==> config.mk <==
export PLATFORM = sky130hd
export DESIGN_NAME = glyph_blit_address_generator_unit
export DESIGN_NICKNAME = d
export VERILOG_FILES = /design/src/sv/gbag_pkg.sv /design/src/sv/gbag_queue.sv /design/src/sv/gbag_front.sv /design/src/sv/gbag_back.sv /design/src/sv/glyph_blit_address_generator_unit.sv
export SDC_FILE = /design/constraint.sdc
export NUM_CORES = 1
export LEC_CHECK = 0
export BUFFER_PORTS_ARGS = -buffer_cell sky130_fd_sc_hd__buf_4
export CAP_MARGIN = 15
export CORE_MARGIN = 2
export CORE_UTILIZATION = 51
export CTS_CLUSTER_SIZE = 24
export DETAILED_ROUTE_END_ITERATION = 16
export GPL_TIMING_DRIVEN = 0
export PLACE_DENSITY = 0.73
export SLEW_MARGIN = 15
export SYNTH_ARGS = -nofsm -noshare
export SYNTH_HDL_FRONTEND = slang
export SYNTH_HIERARCHICAL = 1
export SYNTH_SLANG_ARGS = --single-unit
export TNS_END_PERCENT = 1
==> constraint.sdc <==
create_clock -name i_clk -period 8.75 [get_ports i_clk]
set_input_delay 2.625 -clock i_clk [delete_from_list [all_inputs] [get_ports i_clk]]
set_output_delay 2.625 -clock i_clk [all_outputs]
set_load 0.01 [all_outputs]
==> src/sv/gbag_pkg.sv <==
// ----------------------------------------------------------------------------
// gbag_pkg
// Shared types and constants of the glyph blit address generator.
// ----------------------------------------------------------------------------
package gbag_pkg;

    // defaults of the top level parameters
    localparam int FRAME_ADDR_BITS_DEF = 22;
    localparam int GLYPH_WIDTH_DEF     = 5;
    localparam int GLYPH_HEIGHT_DEF    = 7;
    localparam int CHAR_ADVANCE_DEF    = 6;
    localparam int LINE_PITCH_DEF      = 8;
    localparam int QUEUE_DEPTH_DEF     = 2;

    // fixed field widths
    localparam int CFG_W     = 13;
    localparam int ROW_W     = 13;
    localparam int COORD_W   = 12;
    localparam int CODE_W    = 8;
    localparam int SRC_W     = 15;
    localparam int CFG_IDX_W = 1;
    localparam int IN_DATA_W = 32;
    localparam int IN_USER_W = 2;

    localparam logic [CODE_W-1:0] NEWLINE_CODE = 8'd10;

    // configuration register indexes
    localparam logic [CFG_IDX_W-1:0] CFG_FRAME_WIDTH = 1'b0;
    localparam logic [CFG_IDX_W-1:0] CFG_FONT_WIDTH  = 1'b1;

    localparam logic [CFG_W-1:0] FRAME_WIDTH_RST = 13'd640;
    localparam logic [CFG_W-1:0] FONT_WIDTH_RST  = 13'd1280;

    // input tdata, start_col in the lowest bits
    typedef struct packed {
        logic [CODE_W-1:0]  char_code;
        logic [COORD_W-1:0] start_row;
        logic [COORD_W-1:0] start_col;
    } t_in_data;

    // input tuser, first_of_string in bit 0
    typedef struct packed {
        logic next_is_newline;
        logic first_of_string;
    } t_in_user;

    typedef enum logic [3:0] {
        ST_IDLE  = 4'b0001,
        ST_MUL   = 4'b0010,
        ST_BASE  = 4'b0100,
        ST_BREAK = 4'b1000
    } t_front_state;

endpackage

==> src/sv/gbag_queue.sv <==
// ----------------------------------------------------------------------------
// gbag_queue
// Short FIFO of glyph jobs between the front end and the pixel engine.
// ----------------------------------------------------------------------------
module gbag_queue #(
    parameter int DATA_W = 37,
    parameter int DEPTH  = 2
) (
    input  logic              i_clk,
    input  logic              i_rst_n,
    input  logic              i_push_valid,
    output logic              o_push_ready,
    input  logic [DATA_W-1:0] i_push_data,
    output logic              o_pop_valid,
    input  logic              i_pop_ready,
    output logic [DATA_W-1:0] o_pop_data
);
    localparam int PTR_W = (DEPTH > 1) ? $clog2(DEPTH) : 1;
    localparam int CNT_W = $clog2(DEPTH + 1);
    localparam logic [PTR_W-1:0] PTR_LAST = PTR_W'(DEPTH - 1);
    localparam logic [CNT_W-1:0] CNT_FULL = CNT_W'(DEPTH);

    logic [DATA_W-1:0] r_mem [DEPTH];
    logic [PTR_W-1:0]  r_wr_ptr, n_wr_ptr;
    logic [PTR_W-1:0]  r_rd_ptr, n_rd_ptr;
    logic [CNT_W-1:0]  r_count, n_count;
    logic              w_push, w_pop;

    assign o_push_ready = (r_count != CNT_FULL);
    assign o_pop_valid  = (r_count != '0);
    assign o_pop_data   = r_mem[r_rd_ptr];
    assign w_push       = i_push_valid && o_push_ready;
    assign w_pop        = o_pop_valid && i_pop_ready;

    always_comb begin
        n_wr_ptr = r_wr_ptr;
        n_rd_ptr = r_rd_ptr;
        n_count  = r_count;
        if (w_push) begin
            n_wr_ptr = (r_wr_ptr == PTR_LAST) ? '0 : r_wr_ptr + 1'b1;
        end
        if (w_pop) begin
            n_rd_ptr = (r_rd_ptr == PTR_LAST) ? '0 : r_rd_ptr + 1'b1;
        end
        if (w_push && !w_pop) begin
            n_count = r_count + 1'b1;
        end else if (w_pop && !w_push) begin
            n_count = r_count - 1'b1;
        end
    end

    always_ff @(posedge i_clk) begin
        if (!i_rst_n) begin
            r_wr_ptr <= '0;
            r_rd_ptr <= '0;
            r_count  <= '0;
        end else begin
            r_wr_ptr <= n_wr_ptr;
            r_rd_ptr <= n_rd_ptr;
            r_count  <= n_count;
        end
    end

    always_ff @(posedge i_clk) begin
        if (w_push) begin
            r_mem[r_wr_ptr] <= i_push_data;
        end
    end

endmodule

==> src/sv/gbag_front.sv <==
// ----------------------------------------------------------------------------
// gbag_front
// Takes characters, keeps the text cursor and line state, and queues one
// glyph job per printable character.
// ----------------------------------------------------------------------------
module gbag_front #(
    parameter int FRAME_ADDR_BITS = 22,
    parameter int GLYPH_WIDTH     = 5,
    parameter int CHAR_ADVANCE    = 6,
    parameter int LINE_PITCH      = 8
) (
    input  logic                       i_clk,
    input  logic                       i_rst_n,
    input  logic [gbag_pkg::CFG_W-1:0] i_frame_width,
    input  logic                       i_item_valid,
    output logic                       o_item_ready,
    input  gbag_pkg::t_in_data         i_item_data,
    input  gbag_pkg::t_in_user         i_item_user,
    output logic                       o_push_valid,
    input  logic                       i_push_ready,
    output logic [gbag_pkg::SRC_W-1:0] o_push_src,
    output logic [FRAME_ADDR_BITS-1:0] o_push_dst
);
    import gbag_pkg::*;

    localparam int A       = FRAME_ADDR_BITS;
    localparam int PROD_W  = ROW_W + CFG_W;
    localparam int PITCH_W = 6;
    localparam logic [A-1:0]       ADV_C   = A'(CHAR_ADVANCE);
    localparam logic [CFG_W-1:0]   GW_C    = CFG_W'(GLYPH_WIDTH);
    localparam logic [SRC_W-1:0]   GW_SRC  = SRC_W'(GLYPH_WIDTH);
    localparam logic [PITCH_W-1:0] PITCH_C = PITCH_W'(LINE_PITCH);
    localparam logic [ROW_W-1:0]   PITCH_R = ROW_W'(LINE_PITCH);

    t_front_state r_state, n_state;

    // input holding register
    logic     r_slot_valid, n_slot_valid;
    t_in_data r_slot_data;
    t_in_user r_slot_user;

    // character being worked on
    logic [COORD_W-1:0] r_scol, r_srow;
    logic [CODE_W-1:0]  r_code;
    logic               r_first, r_next_nl;
    logic [A-1:0]       r_prod;

    // text state
    logic [A-1:0]     r_cursor, n_cursor;
    logic [A-1:0]     r_line_start, n_line_start;
    logic [ROW_W-1:0] r_line_row, n_line_row;

    logic [ROW_W-1:0]         w_row_sel;
    logic [PROD_W-1:0]        w_mul;
    logic [CFG_W+PITCH_W-1:0] w_pitch_prod;
    logic [A-1:0]             w_base, w_col, w_limit, w_next_line;
    logic                     w_is_nl, w_take;

    assign o_item_ready = !r_slot_valid;
    assign w_take       = r_slot_valid && (r_state == ST_IDLE);

    assign w_row_sel    = r_first ? {1'b0, r_srow} : r_line_row;
    assign w_mul        = {{ROW_W{1'b0}}, i_frame_width} * {{CFG_W{1'b0}}, w_row_sel};
    assign w_pitch_prod = {{PITCH_W{1'b0}}, i_frame_width}
                        * {{CFG_W{1'b0}}, PITCH_C};
    assign w_is_nl      = (r_code == NEWLINE_CODE);
    assign w_base       = r_first ? (r_prod + A'(r_scol)) : r_cursor;
    assign w_col        = r_cursor - r_prod;
    assign w_limit      = (i_frame_width > GW_C) ? A'(i_frame_width - GW_C) : '0;
    assign w_next_line  = r_line_start + A'(w_pitch_prod);

    assign o_push_valid = (r_state == ST_BASE) && !w_is_nl;
    assign o_push_src   = SRC_W'(r_code) * GW_SRC;
    assign o_push_dst   = w_base;

    always_comb begin
        n_state      = r_state;
        n_slot_valid = r_slot_valid;
        n_cursor     = r_cursor;
        n_line_start = r_line_start;
        n_line_row   = r_line_row;
        if (i_item_valid && o_item_ready) begin
            n_slot_valid = 1'b1;
        end else if (w_take) begin
            n_slot_valid = 1'b0;
        end
        unique case (r_state)
            ST_IDLE: begin
                if (r_slot_valid) begin
                    n_state = ST_MUL;
                end
            end
            ST_MUL: begin
                if (r_first) begin
                    n_line_row = {1'b0, r_srow};
                end
                n_state = ST_BASE;
            end
            ST_BASE: begin
                if (w_is_nl || i_push_ready) begin
                    n_cursor = w_is_nl ? w_base : w_base + ADV_C;
                    if (r_first) begin
                        n_line_start = w_base;
                    end
                    n_state = ST_BREAK;
                end
            end
            ST_BREAK: begin
                // r_prod holds line_row * frame_width of the current line
                if (w_col >= w_limit || r_next_nl) begin
                    n_line_start = w_next_line;
                    n_cursor     = w_next_line;
                    n_line_row   = r_line_row + PITCH_R;
                end
                n_state = ST_IDLE;
            end
            default: begin
                n_state = ST_IDLE;
            end
        endcase
    end

    always_ff @(posedge i_clk) begin
        if (!i_rst_n) begin
            r_state      <= ST_IDLE;
            r_slot_valid <= 1'b0;
            r_cursor     <= '0;
            r_line_start <= '0;
            r_line_row   <= '0;
        end else begin
            r_state      <= n_state;
            r_slot_valid <= n_slot_valid;
            r_cursor     <= n_cursor;
            r_line_start <= n_line_start;
            r_line_row   <= n_line_row;
        end
    end

    always_ff @(posedge i_clk) begin
        if (i_item_valid && o_item_ready) begin
            r_slot_data <= i_item_data;
            r_slot_user <= i_item_user;
        end
        if (w_take) begin
            r_scol    <= r_slot_data.start_col;
            r_srow    <= r_slot_data.start_row;
            r_code    <= r_slot_data.char_code;
            r_first   <= r_slot_user.first_of_string;
            r_next_nl <= r_slot_user.next_is_newline;
        end
        if (r_state == ST_MUL) begin
            r_prod <= A'(w_mul);
        end
    end

endmodule

==> src/sv/gbag_back.sv <==
// ----------------------------------------------------------------------------
// gbag_back
// Pixel engine: walks one glyph row by row and sends a source and
// destination index pair per cycle through an output register unless stalled.
// ----------------------------------------------------------------------------
module gbag_back #(
    parameter int FRAME_ADDR_BITS = 22,
    parameter int GLYPH_WIDTH     = 5,
    parameter int GLYPH_HEIGHT    = 7
) (
    input  logic                       i_clk,
    input  logic                       i_rst_n,
    input  logic [gbag_pkg::CFG_W-1:0] i_frame_width,
    input  logic [gbag_pkg::CFG_W-1:0] i_font_width,
    input  logic                       i_pop_valid,
    output logic                       o_pop_ready,
    input  logic [gbag_pkg::SRC_W-1:0] i_pop_src,
    input  logic [FRAME_ADDR_BITS-1:0] i_pop_dst,
    output logic                       o_valid,
    input  logic                       i_ready,
    output logic [gbag_pkg::SRC_W-1:0] o_src,
    output logic [FRAME_ADDR_BITS-1:0] o_dst,
    output logic                       o_last
);
    import gbag_pkg::*;

    localparam int A  = FRAME_ADDR_BITS;
    localparam int CW = (GLYPH_WIDTH > 1) ? $clog2(GLYPH_WIDTH) : 1;
    localparam int RW = (GLYPH_HEIGHT > 1) ? $clog2(GLYPH_HEIGHT) : 1;
    localparam logic [CW-1:0] COL_LAST = CW'(GLYPH_WIDTH - 1);
    localparam logic [RW-1:0] ROW_LAST = RW'(GLYPH_HEIGHT - 1);

    logic             r_active, n_active;
    logic [CW-1:0]    r_col;
    logic [RW-1:0]    r_row;
    logic [SRC_W-1:0] r_row_src;
    logic [A-1:0]     r_row_dst;
    logic             r_out_valid, n_out_valid;
    logic [SRC_W-1:0] r_out_src;
    logic [A-1:0]     r_out_dst;
    logic             r_out_last;

    logic w_advance, w_col_last, w_pix_last, w_pop;

    assign w_advance   = r_active && (!r_out_valid || i_ready);
    assign w_col_last  = (r_col == COL_LAST);
    assign w_pix_last  = w_col_last && (r_row == ROW_LAST);
    assign o_pop_ready = !r_active || (w_advance && w_pix_last);
    assign w_pop       = i_pop_valid && o_pop_ready;

    assign o_valid = r_out_valid;
    assign o_src   = r_out_src;
    assign o_dst   = r_out_dst;
    assign o_last  = r_out_last;

    always_comb begin
        n_active    = r_active;
        n_out_valid = r_out_valid;
        if (w_pop) begin
            n_active = 1'b1;
        end else if (w_advance && w_pix_last) begin
            n_active = 1'b0;
        end
        if (w_advance) begin
            n_out_valid = 1'b1;
        end else if (i_ready) begin
            n_out_valid = 1'b0;
        end
    end

    always_ff @(posedge i_clk) begin
        if (!i_rst_n) begin
            r_active    <= 1'b0;
            r_out_valid <= 1'b0;
        end else begin
            r_active    <= n_active;
            r_out_valid <= n_out_valid;
        end
    end

    always_ff @(posedge i_clk) begin
        if (w_advance) begin
            r_out_src  <= r_row_src + SRC_W'(r_col);
            r_out_dst  <= r_row_dst + A'(r_col);
            r_out_last <= w_pix_last;
        end
        if (w_pop) begin
            r_col     <= '0;
            r_row     <= '0;
            r_row_src <= i_pop_src;
            r_row_dst <= i_pop_dst;
        end else if (w_advance) begin
            if (w_col_last) begin
                // next glyph row: step both bases by one image row
                r_col     <= '0;
                r_row     <= r_row + 1'b1;
                r_row_src <= r_row_src + SRC_W'(i_font_width);
                r_row_dst <= r_row_dst + A'(i_frame_width);
            end else begin
                r_col <= r_col + 1'b1;
            end
        end
    end

endmodule

==> src/sv/glyph_blit_address_generator_unit.sv <==
// ----------------------------------------------------------------------------
// glyph_blit_address_generator_unit
// Turns a stream of text characters into font strip and frame buffer pixel
// index pairs for a bitmap font blit.
// ----------------------------------------------------------------------------
// Each printable character yields GLYPH_WIDTH*GLYPH_HEIGHT index pairs (35 for
// the 5x7 font), one per cycle from the pixel engine while the output is not
// stalled; for a steady text stream the pixel engine is the limit. A newline
// yields no pairs and is handled by the front end alone. The front end
// registers each character, computes the start position and the line-break
// test through its idle, multiply, base and break states (the multiply state
// for the row times width product), and queues glyph jobs two deep, so the
// next characters are taken while a glyph is still being sent. The user must
// write configuration through the cfg port only while no character is in
// flight; the block itself does not enforce it.
module glyph_blit_address_generator_unit #(
    parameter int FRAME_ADDR_BITS = gbag_pkg::FRAME_ADDR_BITS_DEF,
    parameter int GLYPH_WIDTH     = gbag_pkg::GLYPH_WIDTH_DEF,
    parameter int GLYPH_HEIGHT    = gbag_pkg::GLYPH_HEIGHT_DEF,
    parameter int CHAR_ADVANCE    = gbag_pkg::CHAR_ADVANCE_DEF,
    parameter int LINE_PITCH      = gbag_pkg::LINE_PITCH_DEF,
    parameter int QUEUE_DEPTH     = gbag_pkg::QUEUE_DEPTH_DEF
) (
    input  logic                               i_clk,
    input  logic                               i_rst_n,
    input  logic                               i_s_axis_tvalid,
    output logic                               o_s_axis_tready,
    // start_col[11:0], start_row[23:12], char_code[31:24]
    input  logic [gbag_pkg::IN_DATA_W-1:0]     i_s_axis_tdata,
    // first_of_string[0], next_is_newline[1]
    input  logic [gbag_pkg::IN_USER_W-1:0]     i_s_axis_tuser,
    output logic                               o_m_axis_tvalid,
    input  logic                               i_m_axis_tready,
    // src_index[14:0], dst_index[FRAME_ADDR_BITS+14:15], zero fill above
    output logic [((gbag_pkg::SRC_W+FRAME_ADDR_BITS+7)/8)*8-1:0] o_m_axis_tdata,
    output logic                               o_m_axis_tlast,
    input  logic                               i_cfg_valid,
    output logic                               o_cfg_ready,
    input  logic [gbag_pkg::CFG_IDX_W-1:0]     i_cfg_index,
    input  logic [gbag_pkg::CFG_W-1:0]         i_cfg_data
);
    import gbag_pkg::*;

    localparam int A     = FRAME_ADDR_BITS;
    localparam int OUT_W = ((SRC_W + FRAME_ADDR_BITS + 7) / 8) * 8;
    localparam int JOB_W = SRC_W + A;

    logic [CFG_W-1:0] r_frame_width, r_font_width;

    logic             w_push_valid, w_push_ready;
    logic [SRC_W-1:0] w_push_src;
    logic [A-1:0]     w_push_dst;
    logic             w_pop_valid, w_pop_ready;
    logic [JOB_W-1:0] w_pop_data;
    logic [SRC_W-1:0] w_out_src;
    logic [A-1:0]     w_out_dst;

    assign o_cfg_ready = 1'b1;

    always_ff @(posedge i_clk) begin
        if (!i_rst_n) begin
            r_frame_width <= FRAME_WIDTH_RST;
            r_font_width  <= FONT_WIDTH_RST;
        end else if (i_cfg_valid && o_cfg_ready) begin
            unique case (i_cfg_index)
                CFG_FRAME_WIDTH: r_frame_width <= i_cfg_data;
                CFG_FONT_WIDTH:  r_font_width  <= i_cfg_data;
                default: begin
                end
            endcase
        end
    end

    gbag_front #(
        .FRAME_ADDR_BITS (FRAME_ADDR_BITS),
        .GLYPH_WIDTH     (GLYPH_WIDTH),
        .CHAR_ADVANCE    (CHAR_ADVANCE),
        .LINE_PITCH      (LINE_PITCH)
    ) u_front (
        .i_clk         (i_clk),
        .i_rst_n       (i_rst_n),
        .i_frame_width (r_frame_width),
        .i_item_valid  (i_s_axis_tvalid),
        .o_item_ready  (o_s_axis_tready),
        .i_item_data   (t_in_data'(i_s_axis_tdata)),
        .i_item_user   (t_in_user'(i_s_axis_tuser)),
        .o_push_valid  (w_push_valid),
        .i_push_ready  (w_push_ready),
        .o_push_src    (w_push_src),
        .o_push_dst    (w_push_dst)
    );

    gbag_queue #(
        .DATA_W (JOB_W),
        .DEPTH  (QUEUE_DEPTH)
    ) u_queue (
        .i_clk        (i_clk),
        .i_rst_n      (i_rst_n),
        .i_push_valid (w_push_valid),
        .o_push_ready (w_push_ready),
        .i_push_data  ({w_push_dst, w_push_src}),
        .o_pop_valid  (w_pop_valid),
        .i_pop_ready  (w_pop_ready),
        .o_pop_data   (w_pop_data)
    );

    gbag_back #(
        .FRAME_ADDR_BITS (FRAME_ADDR_BITS),
        .GLYPH_WIDTH     (GLYPH_WIDTH),
        .GLYPH_HEIGHT    (GLYPH_HEIGHT)
    ) u_back (
        .i_clk         (i_clk),
        .i_rst_n       (i_rst_n),
        .i_frame_width (r_frame_width),
        .i_font_width  (r_font_width),
        .i_pop_valid   (w_pop_valid),
        .o_pop_ready   (w_pop_ready),
        .i_pop_src     (w_pop_data[SRC_W-1:0]),
        .i_pop_dst     (w_pop_data[JOB_W-1:SRC_W]),
        .o_valid       (o_m_axis_tvalid),
        .i_ready       (i_m_axis_tready),
        .o_src         (w_out_src),
        .o_dst         (w_out_dst),
        .o_last        (o_m_axis_tlast)
    );

    assign o_m_axis_tdata = OUT_W'({w_out_dst, w_out_src});

endmodule

# Yosys cells after proc, flatten, opt, wreduce, memory -nomap -nowiden

Memories as Yosys holds them, arrays and structs flattened. A register that Yosys moved wholly into a read port is not among the register bits.
Index checks and enable logic that the tools add are counted.

Bits in read-only memories: 0
Bits in latches: 0
Bits in registers: 265
Memory bits (writable): 66
Output and inout port bits: 44
Memories: 1

Memory list:

| name          | depth | width | rd ports | clocked after memory_dff | write ports | line             | RTL |
|---|---|---|---|---|---|---|---|
| u_queue.r_mem | 2     | 33    | 1        | 1                        | 1           | gbag_queue.sv:23 | `logic [DATA_W-1:0] r_mem [DEPTH];` |

$mul: 2
Div/mod/pow operators: 0
Order comparisons: 2
Shift-type cells: 0
Bitwise gates (word level): 1
$add $sub $neg: 16
Reduce and logical (&&, ||, !) cells: 37
Equality and inequality tests: 12
Multiplexer cells: 36

Operators by type and width:

| cell                                                 | number |
|---|---|
| 2-to-1 mux 22 bit                                    | 10 |
| one-hot mux 22 bit (2 select lines)                  | 2 |
| 2-to-1 mux 15 bit                                    | 3 |
| 2-to-1 mux 13 bit                                    | 2 |
| one-hot mux 13 bit (2 select lines)                  | 1 |
| adder 22 x 12 -> 22 bit                              | 1 |
| adder 22 x 13 -> 22 bit                              | 1 |
| adder 22 x 16 -> 22 bit                              | 1 |
| adder 22 x 3 -> 22 bit                               | 1 |
| adder 22 x 3 -> 22 bit (second input constant)       | 1 |
| >= comparator 22 bit                                 | 1 |
| multiplier 13 x 13 -> 22 bit                         | 1 |
| subtractor 22 bit                                    | 1 |
| nonzero test 2 bit                                   | 9 |
| adder 15 x 13 -> 15 bit                              | 1 |
| adder 15 x 3 -> 15 bit                               | 1 |
| subtractor 13 x 3 -> 14 bit (second input constant)  | 1 |
| adder 13 x 4 -> 13 bit (second input constant)       | 1 |
| > comparator 13 x 3 -> 1 bit (second input constant) | 1 |
| 2-to-1 mux 1 bit                                     | 12 |
| one-hot mux 4 bit (3 select lines)                   | 1 |
| AND reduction 2 bit                                  | 6 |
| multiplier 8 x 3 -> 11 bit (second input constant)   | 1 |
| logical AND 1 bit                                    | 10 |
| 20 further kinds                                     | 36 |

# Logic depth before layout (Yosys ltp)

Depth after elaboration: 9
Depth in mapped cells: 28

# Cells and area by module

The synthesis kept the hierarchy.

By module, submodules not included:

| module                            | area an instance (um^2) | seq. area each (um^2) | instances | cells each |
|---|---|---|---|---|
| gbag_front                        | 15218.3                 | 3943.8                | 1         | 1703 |
| gbag_back                         | 5201.2                  | 2412.3                | 1         | 508 |
| gbag_queue                        | 2909.0                  | 2322.2                | 1         | 139 |
| glyph_blit_address_generator_unit | 1058.5                  | 520.5                 | 1         | 111 |

# Worst setup path before layout

Ideal clock, no wire load.

Kind: register to register
Start point: register u_front.r_first
End point: register u_front.r_prod[21], data pin
Path slack: 2086 ps
Data required time: 8490 ps
Arrival: 6404 ps
Stages on the path, launching flop included: 26
Cell sequence: edfxtp_1 > buf_2 > buf_2 > buf_2 > buf_1 > clkbuf_1 > mux2_2 > clkbuf_1 > and2_1 > fa_1 > inv_1 > fa_1 > inv_1 > fa_1 > fa_1 > inv_1 > fa_1 > inv_1 > ha_1 > a21oi_1 > o21ai_0 > a211oi_1 > nor4_1 > or3_1 > a21oi_1 > xnor2_1

Longest elaborated chain between the ends: 2

RTL lines:

| what                         | line              | RTL |
|---|---|---|
| start, declared              | gbag_front.sv:45  | `logic r_first, r_next_nl;` |
| start signal, assigned       | gbag_front.sv:148 | `r_first <= r_slot_user.first_of_string;` |
| 2-to-1 mux 13 bit            | gbag_front.sv:62  | `assign w_row_sel = r_first ? {1'b0, r_srow} : r_line_row;` |
| multiplier 13 x 13 -> 22 bit | gbag_front.sv:63  | `assign w_mul = {{ROW_W{1'b0}}, i_frame_width} * {{CFG_W{1'b0}}, w_row_sel};` |
| via u_front.w_mul[21]        | gbag_front.sv:54  | `logic [PROD_W-1:0] w_mul;` |
| end signal, assigned         | gbag_front.sv:152 | `r_prod <= A'(w_mul);` |
| end, declared                | gbag_front.sv:46  | `logic [A-1:0] r_prod;` |

The timed path passes the listed nets, and every way through them passes these cells.
A chain may end at the register's enable or synchronous reset.

# Worst setup path after layout

Ends and elaborated chain as after synthesis.

==> reports/metrics.cfg <==
[critical_path]
wp_data_arrival_ns=8.50
r2r_cells=24
setup.worst_path.start_class=register
reg2reg_setup_slack_ns=0.55
regToRegEndpoint=u_front/r_prod[21]
required_ns=9.05
endpoint_kind=register
path_max_fanout=10
critPathKind=reg2reg
worstReg2RegStart=u_front/r_first

[drt]
drt_pre_antenna_iters=6
wirelength_um=67200
ant_nets=0
drcViolationCount=0
detail_route.iter0.violations=1966
vias_per_cell=5.83
routed_wire_length_per_instance_um=20.6
vias=19000

[power]
leakage_nw=11.3
power-per-cell-area_nw_per_um2=211
worst_ir_drop_vdd_uv=120

[sta]
final_max_slew_viol_count=0
finalHoldViolations=0
final.setup_skew_ns=0.0279
grt_setup_unrepaired=false
worstMarginPinSlew_ns=1.25
setup_violations=0
maxSlewHeadroom_pct=16.4
timing.final.crit_share_pct=93.8
max_freq_ghz=0.122
finalWorstSetupSlack_ns=0.545
min_period_ns=8.20
setup_total_negative_slack_ns=0

[synth]
synth.largest_area_cell=edfxtp_1
synth_cells=2461
synth.top_cells.by_area=edfxtp_1 29%, fa_1 10%, ha_1 9.0%
yosys_warnings=6
synthesis.area_um2=24400
ys_flop_type=edfxtp_1
synthDistinctLibCells=97
synth-seq-area-share_pct=37.7
synth_edf_count=239
yosysTopAreaCellShare_pct=29.4
synth-async-reset-ratio_pct=0
synth.ff_latch_count=340
postSynthAreaPerCell_um2=9.91

[floorplan]
die_height_um=223
floorplan.io_pins=97
fp.coreArea_um2=47400
chipWidth_um=223
initial_core_util_pct=51.4
die-area_um2=49600
placement_rows=80

[placed_design]
placed_cell_count=3184
dp.final_hpwl_um=52200
gp_routability_congestion=0.946
detailedPlace.worstSlack_ns=0.500
port_buffers=92

[cells_and_area]
nFillCells=4064
layout.nets=2963
antenna_cells=0
post_layout_nonfiller_instances=3258
final_layout_size_suffix_gt1_share_pct=11.0
area.sequential_um2=9200
multiInputGateArea_um2=13800
synthToLayoutAreaGrowth_pct=12.2

[clock_tree]
clock_tree.root_cell=clkbuf_16
cts_resized=0
postCtsSetupRepairBufs=0
cts-root-to-sink-buffers=3
clock-sinks=340
tritoncts=done
cts_inserted_buffers=40
clkSlewWorstSetupHoldPaths_ns=0.06
clk-insertion-delay-late_ns=0.59
cts.hold.buffers_added=0
cts_htree_levels=2

[grt]
grt_first_pass_wirelength_um=105000
first_global_vias=18900
largest_net_degree_at_the_start_of_global_routing=39
global_route.usage.met3_pct=4.88
gr-max-usage-layer=met2
global_route.overflow_total=0
global_route.usage.total_pct=27.3
antenna_found_initial=0
use_met2_pct=42.3
met1_usage_pct=38.2

[min_path]
min_path_type=reg2reg
hold_start=u_front/r_slot_data[23]
hold-path-endpoint=u_front/r_srow[11]
holdPathStages=0

[status]
run_status=finished clean

[flow_run]
max_cap_violations=0

## layer usage
layer  vias up  part of all wire, %
met3       132                  9.2
met1      9109                   43
met2       866                   44
met5         -                    0
met4         0                  4.0
li1       8876                    -
## logic make-up after synthesis
kind of cell / Yosys count / synth area share, %
other cells: 3 / 0.0462
mux: 77 / 3.40
buf+inv: 346 / 5.93
xor+xnor: 146 / 5.24
flops: 340 / 37.7
compound gates: 476 / 13.1
simple gates: 774 / 15.4
fa+ha+maj: 299 / 19.2
## worst max-delay path by stage
stage                     from                  to  slack (ns)  cells past startpoint
4_1_cts        u_front/r_first  u_front/r_prod[21]        0.42                     24
3_5_place_dp   u_front/r_first  u_front/r_prod[20]        0.50                     26
5_1_grt        u_front/r_first  u_front/r_prod[20]        0.18                     26
3_3_place_gp   u_front/r_first  u_front/r_prod[20]        0.51                     26
6_report       u_front/r_first  u_front/r_prod[21]        0.55                     24
2_1_floorplan  u_front/r_first  u_front/r_prod[21]        2.09                     25
## stage by stage
stage	cell area, um2	power, mW	utilization, %	hold slack, ns
6_report	27400	5.78	57.7	0.411
5_1_grt	27400	6.08	57.7	0.415
4_1_cts	27400	5.79	57.7	0.413
3_5_place_dp	26000	4.09	54.9	0.405
3_3_place_gp	25900	4.02	54.5	0.402
2_1_floorplan	24400	3.49	-	0.400
## layout make-up
type	instances	area share [%]
Clock buffer	56	4.10
Inverter	239	3.28
Multi-Input combinational cell	1780	50.4
Clock inverter	18	0.768
Timing Repair Buffer	103	3.04
Sequential cell	340	33.6
Tap cell	615	2.81
Buffer	107	2.02
## placed cells by master, fill, tap and decap left out, types with 10 or more instances in the layout
cell / netlist / routed
nand2_1: 282 / 282
edfxtp_1: 239 / 239
inv_1: 239 / 238
ha_1: 175 / 175
nor2_1: 153 / 153
a21oi_1: 132 / 132
fa_1: 124 / 124
buf_4: 13 / 106
xnor2_1: 106 / 106
dfxtp_1: 101 / 101
o21ai_0: 91 / 91
clkbuf_1: 74 / 83
and2_1: 83 / 83
nand3_1: 48 / 48
mux2_2: 47 / 47
clkbuf_16: 0 / 41
xor2_1: 40 / 40
nor3_1: 39 / 39
a211oi_1: 35 / 35
mux2i_1: 30 / 30
a21o_1: 30 / 30
and3_1: 24 / 23
o21a_1: 23 / 23
o211ai_1: 21 / 21
nand4_1: 21 / 21
nand2b_1: 21 / 21
nor2b_1: 20 / 19
or3_1: 19 / 19
a31oi_1: 18 / 18
nand3b_1: 13 / 13
buf_2: 7 / 13
o31ai_1: 13 / 13
or2_2: 10 / 10
a311oi_1: 10 / 10
## flip-flops by register name, indices dropped and copies added, names as in the netlist, 15 cells and up, named ones only
signal                cells
u_front/r_slot_data      32
u_front/r_prod           22
u_back/r_row_src         15
u_front/r_cursor         22
u_back/o_src             15
u_back/r_row_dst         22
u_queue/r_mem            74
u_back/o_dst             22
u_front/r_line_start     22
## worst max-delay path, cell delays in order (launching register included)
cell and delay, ns:
edfxtp_1 0.33, buf_2 0.20, buf_2 0.28, buf_2 0.34, buf_1 0.46, clkbuf_2 0.45, nand2_1 0.08, o21ai_0 0.37
clkbuf_1 0.55, nand2_1 0.17, fa_1 0.53, fa_1 0.52, inv_1 0.05, fa_1 0.50, fa_1 0.62, inv_1 0.08
fa_1 0.54, inv_1 0.04, ha_1 0.23, or3_1 0.38, a211oi_1 0.38, nor4_1 0.11, or3_1 0.38, a21oi_1 0.23
xnor2_1 0.11
## where the power goes
group / internal, mW / switching, mW
clock: 0.975 / 0.715
sequential: 2.07 / 0.181
combinational: 0.761 / 1.07
## synth_stat cells, types with 74 or more instances
library cell  count
nor2_1          153
inv_1           239
dfxtp_1         101
and2_1           83
o21ai_0          91
edfxtp_1        239
ha_1            175
nand2_1         282
clkbuf_1         74
xnor2_1         106
fa_1            124
a21oi_1         132
(Power assumes the default switching activity.)
